===== src/sv/ftmr_pkg.sv =====
package ftmr_pkg;

	// Largest mesh coordinate on either axis
	localparam logic [1:0] MESH_MAX = 2'd2;

	localparam int COORD_W = 2;
	localparam int HOP_W   = 10;
	localparam int CFG_W   = 10;
	localparam int CFG_IDX_W = 3;

	localparam logic [HOP_W-1:0] HOP_LIMIT_RST = 10'd1000;

	// Faulty link codes; 4 and above mean no fault
	localparam logic [2:0] LINK_WEST  = 3'd0;
	localparam logic [2:0] LINK_SOUTH = 3'd1;
	localparam logic [2:0] LINK_EAST  = 3'd2;
	localparam logic [2:0] LINK_NORTH = 3'd3;
	localparam logic [2:0] LINK_NONE  = 3'd4;

	// Configuration register indexes
	localparam logic [CFG_IDX_W-1:0] CFG_FAULT1_X   = 3'd0;
	localparam logic [CFG_IDX_W-1:0] CFG_FAULT1_Y   = 3'd1;
	localparam logic [CFG_IDX_W-1:0] CFG_FAULT1_DIR = 3'd2;
	localparam logic [CFG_IDX_W-1:0] CFG_FAULT2_X   = 3'd3;
	localparam logic [CFG_IDX_W-1:0] CFG_FAULT2_Y   = 3'd4;
	localparam logic [CFG_IDX_W-1:0] CFG_FAULT2_DIR = 3'd5;
	localparam logic [CFG_IDX_W-1:0] CFG_HOP_LIMIT  = 3'd6;

	typedef enum logic [2:0] {
		H_NEW   = 3'd0,
		H_WEST  = 3'd1,
		H_SOUTH = 3'd2,
		H_EAST  = 3'd3,
		H_NORTH = 3'd4
	} heading_t;

	typedef enum logic [2:0] {
		DEC_DELIVER    = 3'd0,
		DEC_WEST       = 3'd1,
		DEC_SOUTH      = 3'd2,
		DEC_EAST       = 3'd3,
		DEC_NORTH      = 3'd4,
		DEC_UNROUTABLE = 3'd5
	} decision_t;

	typedef struct packed {
		logic               first_hop;
		logic [COORD_W-1:0] here_x;
		logic [COORD_W-1:0] here_y;
		logic [COORD_W-1:0] target_x;
		logic [COORD_W-1:0] target_y;
	} route_in_t;

	typedef struct packed {
		logic [2:0]         decision;
		logic [COORD_W-1:0] next_x;
		logic [COORD_W-1:0] next_y;
		logic               livelock;
	} route_out_t;

endpackage


===== src/sv/fault_tolerant_mesh_route_step_top.sv =====
// Route step for a small 2D mesh with up to two faulty links.
//
// Channels: the item channel (item_valid / item_stall / item) carries one
// packet hop request: first_hop, current node and destination node. The
// result channel (result_valid / result_stall / result) returns one
// decision per item: deliver, a move west/south/east/north with the next
// coordinates, or unroutable, plus a livelock flag on a move once the hop
// count of the packet has reached hop_limit. A transfer happens on a rising
// edge with valid high and stall low.
// Configuration: cfg_we with cfg_index / cfg_data writes the fault links and
// hop_limit; write only while no item is in flight.
// Pipeline: an accepted item is held in the input register, the route
// decision is computed combinationally from it and the heading/hop-count
// state, and lands in the result register when the item advances, which
// needs the result register empty or being drained. One item per cycle is
// sustained while the receiver does not stall; a single priority chain of
// small compares lies between the two registers.
// Reset: both registers empty, heading new, hop count zero, no faulty links,
// hop_limit 1000. When the receiver stalls, the result register holds and
// the input register refills once, after which item_stall rises.
module fault_tolerant_mesh_route_step_top
	import ftmr_pkg::*;
(
	input  logic                 clk,
	input  logic                 arst_n,
	input  logic                 cfg_we,
	input  logic [CFG_IDX_W-1:0] cfg_index,
	input  logic [CFG_W-1:0]     cfg_data,
	input  logic                 item_valid,
	output logic                 item_stall,
	input  route_in_t            item,
	output logic                 result_valid,
	input  logic                 result_stall,
	output route_out_t           result
);

	// Configuration registers
	logic [COORD_W-1:0] fault1_x_q, fault1_y_q, fault2_x_q, fault2_y_q;
	logic [2:0]         fault1_dir_q, fault2_dir_q;
	logic [HOP_W-1:0]   hop_limit_q;

	// Per-packet routing state
	heading_t           heading_q;
	logic [HOP_W-1:0]   hop_count_q;

	// Input register stage
	logic               valid_s1;
	route_in_t          item_s1;

	// Result register
	logic               result_valid_q;
	route_out_t         result_q;

	logic               advance;
	logic               item_take;

	// Datapath of the decision
	heading_t           head_eff;
	logic [HOP_W-1:0]   hop_eff;
	logic [2:0]         cx, cy, dx, dy;
	logic               wok, sok, eok, nok, ws;
	decision_t          mv;
	logic               is_move;
	logic               at_limit;
	logic [COORD_W-1:0] nx, ny;
	heading_t           head_next;
	logic [HOP_W-1:0]   hop_next;

	// Move s1 forward when the result register is empty or being drained
	assign advance    = valid_s1 && (!result_valid_q || !result_stall);
	assign item_stall = valid_s1 && !advance;
	assign item_take  = item_valid && !item_stall;

	assign result_valid = result_valid_q;
	assign result       = result_q;

	// Configuration writes; unknown indexes are dropped
	always_ff @(posedge clk or negedge arst_n) begin
		if (!arst_n) begin
			fault1_x_q   <= '0;
			fault1_y_q   <= '0;
			fault1_dir_q <= LINK_NONE;
			fault2_x_q   <= '0;
			fault2_y_q   <= '0;
			fault2_dir_q <= LINK_NONE;
			hop_limit_q  <= HOP_LIMIT_RST;
		end else if (cfg_we) begin
			unique case (cfg_index)
				CFG_FAULT1_X:   fault1_x_q   <= cfg_data[COORD_W-1:0];
				CFG_FAULT1_Y:   fault1_y_q   <= cfg_data[COORD_W-1:0];
				CFG_FAULT1_DIR: fault1_dir_q <= cfg_data[2:0];
				CFG_FAULT2_X:   fault2_x_q   <= cfg_data[COORD_W-1:0];
				CFG_FAULT2_Y:   fault2_y_q   <= cfg_data[COORD_W-1:0];
				CFG_FAULT2_DIR: fault2_dir_q <= cfg_data[2:0];
				CFG_HOP_LIMIT:  hop_limit_q  <= cfg_data[HOP_W-1:0];
				default: ;
			endcase
		end
	end

	// Input register stage
	always_ff @(posedge clk or negedge arst_n) begin
		if (!arst_n) begin
			valid_s1 <= 1'b0;
		end else if (item_take) begin
			valid_s1 <= 1'b1;
		end else if (advance) begin
			valid_s1 <= 1'b0;
		end
	end

	always_ff @(posedge clk) begin
		if (item_take) begin
			item_s1 <= item;
		end
	end

	// A first hop starts from a fresh heading and a cleared count
	assign head_eff = item_s1.first_hop ? H_NEW : heading_q;
	assign hop_eff  = item_s1.first_hop ? '0 : hop_count_q;

	// Widen coordinates so that +1 cannot wrap
	assign cx = {1'b0, item_s1.here_x};
	assign cy = {1'b0, item_s1.here_y};
	assign dx = {1'b0, item_s1.target_x};
	assign dy = {1'b0, item_s1.target_y};

	// A link is usable unless one of the fault registers names it
	always_comb begin
		logic here1, here2;
		here1 = (item_s1.here_x == fault1_x_q) && (item_s1.here_y == fault1_y_q);
		here2 = (item_s1.here_x == fault2_x_q) && (item_s1.here_y == fault2_y_q);
		wok = !((here1 && fault1_dir_q == LINK_WEST)  || (here2 && fault2_dir_q == LINK_WEST));
		sok = !((here1 && fault1_dir_q == LINK_SOUTH) || (here2 && fault2_dir_q == LINK_SOUTH));
		eok = !((here1 && fault1_dir_q == LINK_EAST)  || (here2 && fault2_dir_q == LINK_EAST));
		nok = !((here1 && fault1_dir_q == LINK_NORTH) || (here2 && fault2_dir_q == LINK_NORTH));
	end

	assign ws = (head_eff == H_WEST) || (head_eff == H_SOUTH) || (head_eff == H_NEW);

	// Priority chain: deliver, direct hops, west/south, east/north, then fallbacks
	always_comb begin
		logic x_lo, y_lo;
		x_lo = (item_s1.here_x < MESH_MAX);
		y_lo = (item_s1.here_y < MESH_MAX);
		priority if (cx == dx && cy == dy) begin
			mv = DEC_DELIVER;
		end else if (cx == dx + 3'd1 && cy == dy && wok) begin
			mv = DEC_WEST;
		end else if (cy == dy + 3'd1 && cx == dx && sok) begin
			mv = DEC_SOUTH;
		end else if (cx + 3'd1 == dx && cy == dy && eok && x_lo) begin
			mv = DEC_EAST;
		end else if (cy + 3'd1 == dy && cx == dx && nok && y_lo) begin
			mv = DEC_NORTH;
		end else if (cx != 3'd0 && ws && wok && (cx >= dx || (cy <= dy && !sok))) begin
			mv = DEC_WEST;
		end else if (cy != 3'd0 && ws && sok && (cy >= dy || (cx <= dx && !wok))) begin
			mv = DEC_SOUTH;
		end else if (x_lo && head_eff != H_WEST && eok &&
				(dx > cx + 3'd1 || (dx == cx + 3'd1 && dy == cy + 3'd1))) begin
			mv = DEC_EAST;
		end else if (y_lo && head_eff != H_SOUTH && nok && dy > cy) begin
			mv = DEC_NORTH;
		end else if (cx != 3'd0 && cx >= dx && head_eff != H_EAST && wok) begin
			mv = DEC_WEST;
		end else if (cy != 3'd0 && cy >= dx && head_eff != H_NORTH && sok) begin
			mv = DEC_SOUTH;
		end else if (x_lo && cx <= dx && (head_eff != H_WEST || cx == dx ||
				(cx + 3'd1 == dx && cy + 3'd1 != dx)) && eok) begin
			mv = DEC_EAST;
		end else if (y_lo && cy <= dy && (head_eff != H_SOUTH || cx <= dx) && nok) begin
			mv = DEC_NORTH;
		end else begin
			mv = DEC_UNROUTABLE;
		end
	end

	// Next coordinates; deliver and unroutable repeat the current node
	always_comb begin
		nx = item_s1.here_x;
		ny = item_s1.here_y;
		is_move = 1'b1;
		unique case (mv)
			DEC_WEST:  nx = item_s1.here_x - 2'd1;
			DEC_SOUTH: ny = item_s1.here_y - 2'd1;
			DEC_EAST:  nx = item_s1.here_x + 2'd1;
			DEC_NORTH: ny = item_s1.here_y + 2'd1;
			default:   is_move = 1'b0;
		endcase
	end

	// Saturate the hop count at the limit and flag livelock there
	assign at_limit  = (hop_eff >= hop_limit_q);
	assign head_next = is_move ? heading_t'(mv) : head_eff;
	assign hop_next  = (is_move && !at_limit) ? hop_eff + 10'd1 : hop_eff;

	always_ff @(posedge clk or negedge arst_n) begin
		if (!arst_n) begin
			heading_q   <= H_NEW;
			hop_count_q <= '0;
		end else if (advance) begin
			heading_q   <= head_next;
			hop_count_q <= hop_next;
		end
	end

	// Result register
	always_ff @(posedge clk or negedge arst_n) begin
		if (!arst_n) begin
			result_valid_q <= 1'b0;
		end else if (advance) begin
			result_valid_q <= 1'b1;
		end else if (!result_stall) begin
			result_valid_q <= 1'b0;
		end
	end

	always_ff @(posedge clk) begin
		if (advance) begin
			result_q.decision <= mv;
			result_q.next_x   <= nx;
			result_q.next_y   <= ny;
			result_q.livelock <= is_move && at_limit;
		end
	end

	// The input side stalls only with an item parked in the input register
	a_stall_needs_s1: assert property (@(posedge clk) disable iff (!arst_n)
		item_stall |-> valid_s1)
		else $error("item_stall raised with empty input register");

	// Livelock comes only with a move
	a_livelock_move: assert property (@(posedge clk) disable iff (!arst_n)
		(result_valid && result.livelock) |->
		(result.decision == DEC_WEST || result.decision == DEC_SOUTH ||
		 result.decision == DEC_EAST || result.decision == DEC_NORTH))
		else $error("livelock flagged without a move");

	// Routing state holds while no item advances
	a_state_hold: assert property (@(posedge clk) disable iff (!arst_n)
		!advance |=> ($stable(heading_q) && $stable(hop_count_q)))
		else $error("routing state changed without an advancing item");

	// A first hop that does not move leaves the count cleared
	a_first_hop_clear: assert property (@(posedge clk) disable iff (!arst_n)
		(advance && item_s1.first_hop && !is_move) |=>
		(hop_count_q == '0 && heading_q == H_NEW))
		else $error("first hop did not clear routing state");

	// An item advancing makes a result available next cycle
	a_result_follows: assert property (@(posedge clk) disable iff (!arst_n)
		advance |=> result_valid)
		else $error("advanced item produced no result");

endmodule

===== config.mk =====
export PLATFORM = sky130hd
export DESIGN_NAME = fault_tolerant_mesh_route_step_top
export DESIGN_NICKNAME = d
export VERILOG_FILES = /design/src/sv/ftmr_pkg.sv /design/src/sv/fault_tolerant_mesh_route_step_top.sv
export SDC_FILE = /design/constraint.sdc
export NUM_CORES = 1
export LEC_CHECK = 0
export BUFFER_PORTS_ARGS = -buffer_cell sky130_fd_sc_hd__clkbuf_2
export CORE_MARGIN = 1.5
export CORE_UTILIZATION = 59
export DETAILED_ROUTE_END_ITERATION = 16
export PLACE_DENSITY = 0.8
export SYNTH_ARGS = -nofsm -noshare
export SYNTH_HDL_FRONTEND = slang
export SYNTH_SLANG_ARGS = --single-unit

===== constraint.sdc =====
create_clock -name clk -period 4 [get_ports clk]
set_input_delay 0.8 -clock clk [delete_from_list [all_inputs] [get_ports clk]]
set_output_delay 0.8 -clock clk [all_outputs]
set_load 0.03 [all_outputs]

==> results.toml, run 1 <==
[clocking]
numCtsBuffers = 5
cts_sinks = 56
path_clk_slew_ns = 0.10
post-cts-setup-buffers = 0
holdBufCountCts = 0
cts_tree = "done"
worstSkewPairLatency_ns = 0.31
postCtsResizedCells = 0
cts_root_buffer = "clkbuf_8"
cts_max_level = 2
max-clock-path-buffers = 2

[route]
vias_per_cell = 5.86
num_vias = 2688
drc_errors = 0
first_iter_violations = 130
antenna_left = 0
routedWlPerCell_um = 16.6
first_pass_iters = 4
drt_wl_total_um = 7600

[global_route]
grt_util_met1 = 0.337
use_met3 = 0.0292
grt_usage = 0.248
first_global_vias = 2620
busiest_layer = "met2"
antenna_found_initial = 0
grt_pass1_wl_um = 12400
met2_usage = 0.425
gr-total-overflow = 0
grt_start_max_net_pins = 40

[power_and_ir_drop]
p_switching_uw = 623
pwr-share-seq = 0.453
p_leak_uw = 0.00176
p_per_area_mw_per_mm2 = 448
switching_share = 0.349
vdd_drop_max_mv = 0.260
p_clk_frac = 0.194
pwr-share-comb = 0.354
p_int_uw = 1160

[timing]
period_share = 0.941
clock_skew_ns = 0.0108
final-setup-viol-count = 0
worstMarginPinSlew_ns = 0.956
fmax_mhz = 266
relSlewSlack = 0.362
worst_slack_ns = 0.237
finalHoldViolCount = 0
period_minus_slack_ns = 3.76
rsz0062_at_grt = "false"
report.final.slew_viol_count = 0
tns_ns = 0

[critical_path]
worstPathRequired_ns = 4.19
end_kind = "flip-flop"
crit_start = "cx[0]"
critical_path.max_fanout = 10
crit_path_start_kind = "flip-flop"
worst_ep_arrival_time_ns = 3.95
r2r-start = "cx[0]"
crit_type = "flip-flop to flip-flop"

[placement]
place_ws_ns = 0.267
io_buffers = 36
post-dp-hpwl_um = 6070
finalWeightedCongestion = 0.939

[synthesis]
synth_top_area_frac = 0.215
ys_ff_latch = 56
synth_enable_flop_cells = 17
synth_cell_types = 66
syn_area_sq_mm = 0.00361
syn_avg_cell_area_sq_um = 10.6
synth_fp_nets = 393
synthFlopType = "dfrtp_1"
synth_top_area_cell = "dfrtp_1"
synth_async_sr_flop_share = 0.696
postSynthCellCount = 341
synth.top_cells.by_area = "dfrtp_1, edfxtp_1, ha_1"
seq_area_frac_synth = 0.415
ys_warn_count = 0
synth_common_cells = "dfrtp_1, nand2_1, ha_1"

[finish]
num-nets-final = 435
layout-drive-gt1-share = 0.245
layout-area-overhead-vs-synth_pct = 10.5
diodes = 0

[die]
core_area_sq_mm = 0.00592
die_y_um = 81.2
initial_core_util = 0.609
io_pins = 37
row_count = 28
dieArea_sq_mm = 0.00659
fp.dieW_um = 81.2

[worst_hold_path]
hold_start = "valid_s1"
min_path_type = "flip-flop to flip-flop"

[status]
status = "finished clean"

[job]
drv_cap = 0
[layer usage]
metal,part of all wire,routed length (um)
met5,0,0
met4,0.0079,60
met3,0.039,295
met2,0.47,3610
met1,0.48,3640
[registers in the layout, indices dropped and copies added, names as in the netlist, 3 cells and up]
| register | flops |
|---|---|
| heading_q | 3 |
| fault2_dir_q | 3 |
| hop_limit_q | 10 |
| fault1_dir_q | 3 |
| hop_count_q | 10 |
| result | 8 |
[worst paths after layout]
path,to,slack (ns),depth (start not counted)
max in group asynchronous,fault2_dir_q[0],2.78,1
hold reg to reg,result_valid,0.50,1
setup reg to reg,hop_count_q[5],0.24,14
min in group asynchronous,heading_q[0],0.60,1
hold / removal,result_valid,0.50,1
setup / recovery,hop_count_q[5],0.24,14
[placed cells by master, fill, tap and decap left out, types with 7 or more instances in the layout]
cell / synthesis / routed
clkbuf_2: 0 / 36
nand2_1: 31 / 31
dfrtp_1: 31 / 31
ha_1: 25 / 25
mux2_2: 24 / 24
inv_1: 22 / 22
edfxtp_1: 17 / 17
nand3_1: 13 / 13
xor2_1: 11 / 11
nor3_1: 11 / 11
xnor2_1: 11 / 11
nor2b_1: 11 / 11
nor2_1: 11 / 11
nand2b_1: 10 / 10
o21ai_0: 9 / 9
dfstp_2: 8 / 8
a21oi_1: 7 / 7
[critical path, cell delays in order, from the launching register on]
cell and delay [ns]:
edfxtp_1 0.51, inv_1 0.17, ha_1 0.31, inv_1 0.04, ha_1 0.29, nand3b_1 0.14
a21oi_1 0.06, o211a_1 0.24, and3_1 0.21, o311ai_4 0.26, a311oi_1 0.13, o21bai_2 0.23
a2111oi_4 0.69, mux2i_1 0.26, nand4_1 0.10
[final cells by class]
type	count	area, sq um
Clock inverter	1	5.00
Multi-Input combinational cell	256	1990
Clock buffer	7	97.6
Inverter	23	86.3
Sequential cell	56	1500
Fill cell	494	1930
Timing Repair Buffer	41	218
Tap cell	75	93.8
[per-stage QoR]
step | std cells | power, uW | hold WS [ns] | util | cell area (sq um)
finish | 459 | 1780 | 0.495 | 0.673 | 3990
global placement | 451 | 1420 | 0.470 | 0.656 | 3880
global route | 459 | 1890 | 0.530 | 0.673 | 3990
floorplan | 341 | 1280 | 0.456 | - | 3610
CTS | 459 | 1780 | 0.502 | 0.673 | 3990
detailed placement | 451 | 1450 | 0.488 | 0.656 | 3880
[power by group through the flow]
stage               logic (uW)  clock network (uW)  registers, uW
floorplan                  448                   0            834
finish                     631                 346            808
detailed placement         628                   0            818
global placement           607                   0            810
global route               699                 371            823
CTS                        630                 348            806
[cell families after synthesis]
| family | count (synthesis) | share of synthesized area |
|---|---|---|
| and+or+nand+nor | 131 | 0.207 |
| DFF | 56 | 0.415 |
| AOI/OAI and AO/OA | 51 | 0.119 |
| buffers and inverters | 29 | 0.0336 |
| muxes | 26 | 0.0805 |
| adders and majority gates | 25 | 0.0867 |
| xor gates and xnor gates | 23 | 0.0579 |
(Power assumes the default switching activity.)
==> inputs of run 2 (changes only) <==
Settings changed: ABC_AREA from default to 1, CORE_UTILIZATION 59 to 60, PLACE_DENSITY 0.8 to 0.81.
==> results.toml, run 2 <==
[synthesis]
synth_async_sr_flop_share = 0.696
seq_area_frac_synth = 0.394
syn_avg_cell_area_sq_um = 7.64
synth_top_area_cell = "dfrtp_1"
synth_compound_area_frac = 0.0867
synth_cell_types = 37
synth_enable_flop_cells = 17
synth.top_cells.by_area = "dfrtp_1, edfxtp_1, nand2_1"
synth.most_common_cell = "nand2_1"
synthAdderAreaFrac = 0.0824
synth_top_family_by_area = "simple AND/OR/NAND/NOR gates"
synth_xor_area_frac = 0.0185
synthMuxAreaShare = 0
ys_ff_latch = 56
postSynthCellCount = 497
synth_common_cells = "nand2_1, inv_1, nor2_1"
synth_fp_nets = 549
synthFlopType = "dfrtp_1"
yosys.area_share.simple = 0.329
synth_top_area_frac = 0.204
syn_area_sq_mm = 0.00379
ys_warn_count = 0

[die]
initial_core_util = 0.630
fp.dieW_um = 82.5
dieArea_sq_mm = 0.00681
die_y_um = 82.5
io_pins = 37
core_area_sq_mm = 0.00603
row_count = 28

[worst_hold_path]
hold_start = "hop_count_q[1]"
min_path_type = "flip-flop to flip-flop"
hold_path_depth = 2
min_to = "hop_count_q[1]"

[global_route]
antenna_found_initial = 0
first_global_vias = 3026
gr-total-overflow = 0
grt_usage = 0.265
grt_start_max_net_pins = 40
grt_pass1_wl_um = 13700

[clocking]
numCtsBuffers = 5
path_clk_slew_ns = 0.10
cts_tree = "done"
cts_sinks = 56
holdBufCountCts = 0
post-cts-setup-buffers = 0
cts_root_buffer = "clkbuf_8"
worstSkewPairLatency_ns = 0.31
postCtsResizedCells = 0
max-clock-path-buffers = 2
cts_max_level = 2

[finish]
final_common_cell = "nand2_1"
finish.instance_area_sq_mm = 0.00414
layout-drive-gt1-share = 0.159
fill_cells = 527
diodes = 0
most-common-layout-cells = "nand2_1, inv_1, nor2_1"
fin_util = 0.686
num-nets-final = 587
layout-area-overhead-vs-synth_pct = 9.00

[critical_path]
worst_ep_arrival_time_ns = 3.22
critical_path.max_fanout = 7
worstPathRequired_ns = 4.08
rr_worst_depth = 20
r2r-end = "result[2]"
crit_path_start_kind = "flip-flop"
crit_type = "flip-flop to flip-flop"
r2r-start = "cx[0]"
crit_start = "cx[0]"
regToRegSetupSlack_ns = 0.86
end_kind = "flip-flop"

[timing]
fmax_mhz = 318
period_minus_slack_ns = 3.14
rsz0062_at_grt = "false"
final-setup-viol-count = 0
worstMarginPinSlew_ns = 0.956
report.final.slew_viol_count = 0
finalHoldViolCount = 0
clock_skew_ns = 0.00556
relSlewSlack = 0.362
tns_ns = 0
worst_slack_ns = 0.856
period_share = 0.786

[power_and_ir_drop]
p_leak_uw = 0.00214
switching_share = 0.415
p_per_area_mw_per_mm2 = 466
pwr-share-seq = 0.416
p_clk_frac = 0.171
p_int_uw = 1130
p_switching_uw = 799
pwr-share-comb = 0.413
vdd_drop_max_mv = 0.327

[route]
routedWlPerCell_um = 13.4
first_pass_iters = 5
drc_errors = 0
first_iter_violations = 146
drt_wl_total_um = 8190
antenna_left = 0
vias_per_cell = 5.38
num_vias = 3286

[placement]
dpl_cell_area_sq_mm = 0.00404
post-dp-hpwl_um = 6360
io_buffers = 36
finalWeightedCongestion = 0.914
place_ws_ns = 0.891

[job]
drv_cap = 0

[status]
status = "finished clean"
==> run 2: critical path, stage by stage, from the launching register on <==
cell      delay [ns]
edfxtp_1        0.47
inv_1           0.20
ha_1            0.32
inv_1           0.04
ha_1            0.28
nand2_1         0.05
nor2_1          0.17
nand2_1         0.08
a21oi_1         0.12
nand3_1         0.11
nand2_1         0.09
nand2_1         0.05
o21ai_1         0.11
nand3_1         0.08
nand2_1         0.07
nand2_1         0.11
nand2_2         0.14
nand2_8         0.09
nor2_1          0.12
xor2_1          0.15
inv_1           0.06
==> run 2: cell type report <==
class,count,area [sq um],area share
Multi-Input combinational cell,355,1960,0.474
Sequential cell,56,1500,0.362
Inverter,79,297,0.0717
Timing Repair Buffer,38,195,0.0472
Tap cell,75,93.8,0.0227
Clock buffer,7,86.3,0.0209
Clock inverter,1,6.26,0.00151
==> run 2: per-layer routing <==
layer	up-vias	GRT usage	routed length (um)
met5	-	0	0
met4	0	0.0700	153
met3	13	0.0429	300
met2	83	0.441	3780
met1	1508	0.358	3960
li1	1682	-	-
==> run 2: through the flow <==
step	total power [uW]	hold slack, ns	cells
floorplan	1440	0.449	497
global placement	1570	0.461	603
detailed placement	1600	0.468	603
CTS	1940	0.492	611
global route	2080	0.513	611
finish	1930	0.491	611
==> run 2: worst max-delay path by stage <==
stage	to	slack [ns]	cells after the start
after floorplan	result[2]	1.26	20
after global placement	result[2]	1.04	20
after detailed placement	result[2]	0.89	20
after CTS	result[2]	0.87	20
after global routing	result[2]	0.55	20
final	result[2]	0.86	20
==> run 2: power groups by stage <==
stage / clock, uW / combinational [uW] / sequential [uW]
2_1_floorplan: 0 / 611 / 832
4_1_cts: 336 / 801 / 799
3_5_place_dp: 0 / 794 / 809
5_1_grt: 359 / 904 / 814
3_3_place_gp: 0 / 769 / 805
6_report: 329 / 796 / 800
==> run 2: cells by family (layout without fill, tap and decap cells) <==
family	Yosys count	in the layout
and+or+nand+nor	266	266
buffers and inverters	86	125
AOI/OAI and AO/OA	56	56
DFF	56	56
adders and majority gates	25	25
xor gates and xnor gates	8	8
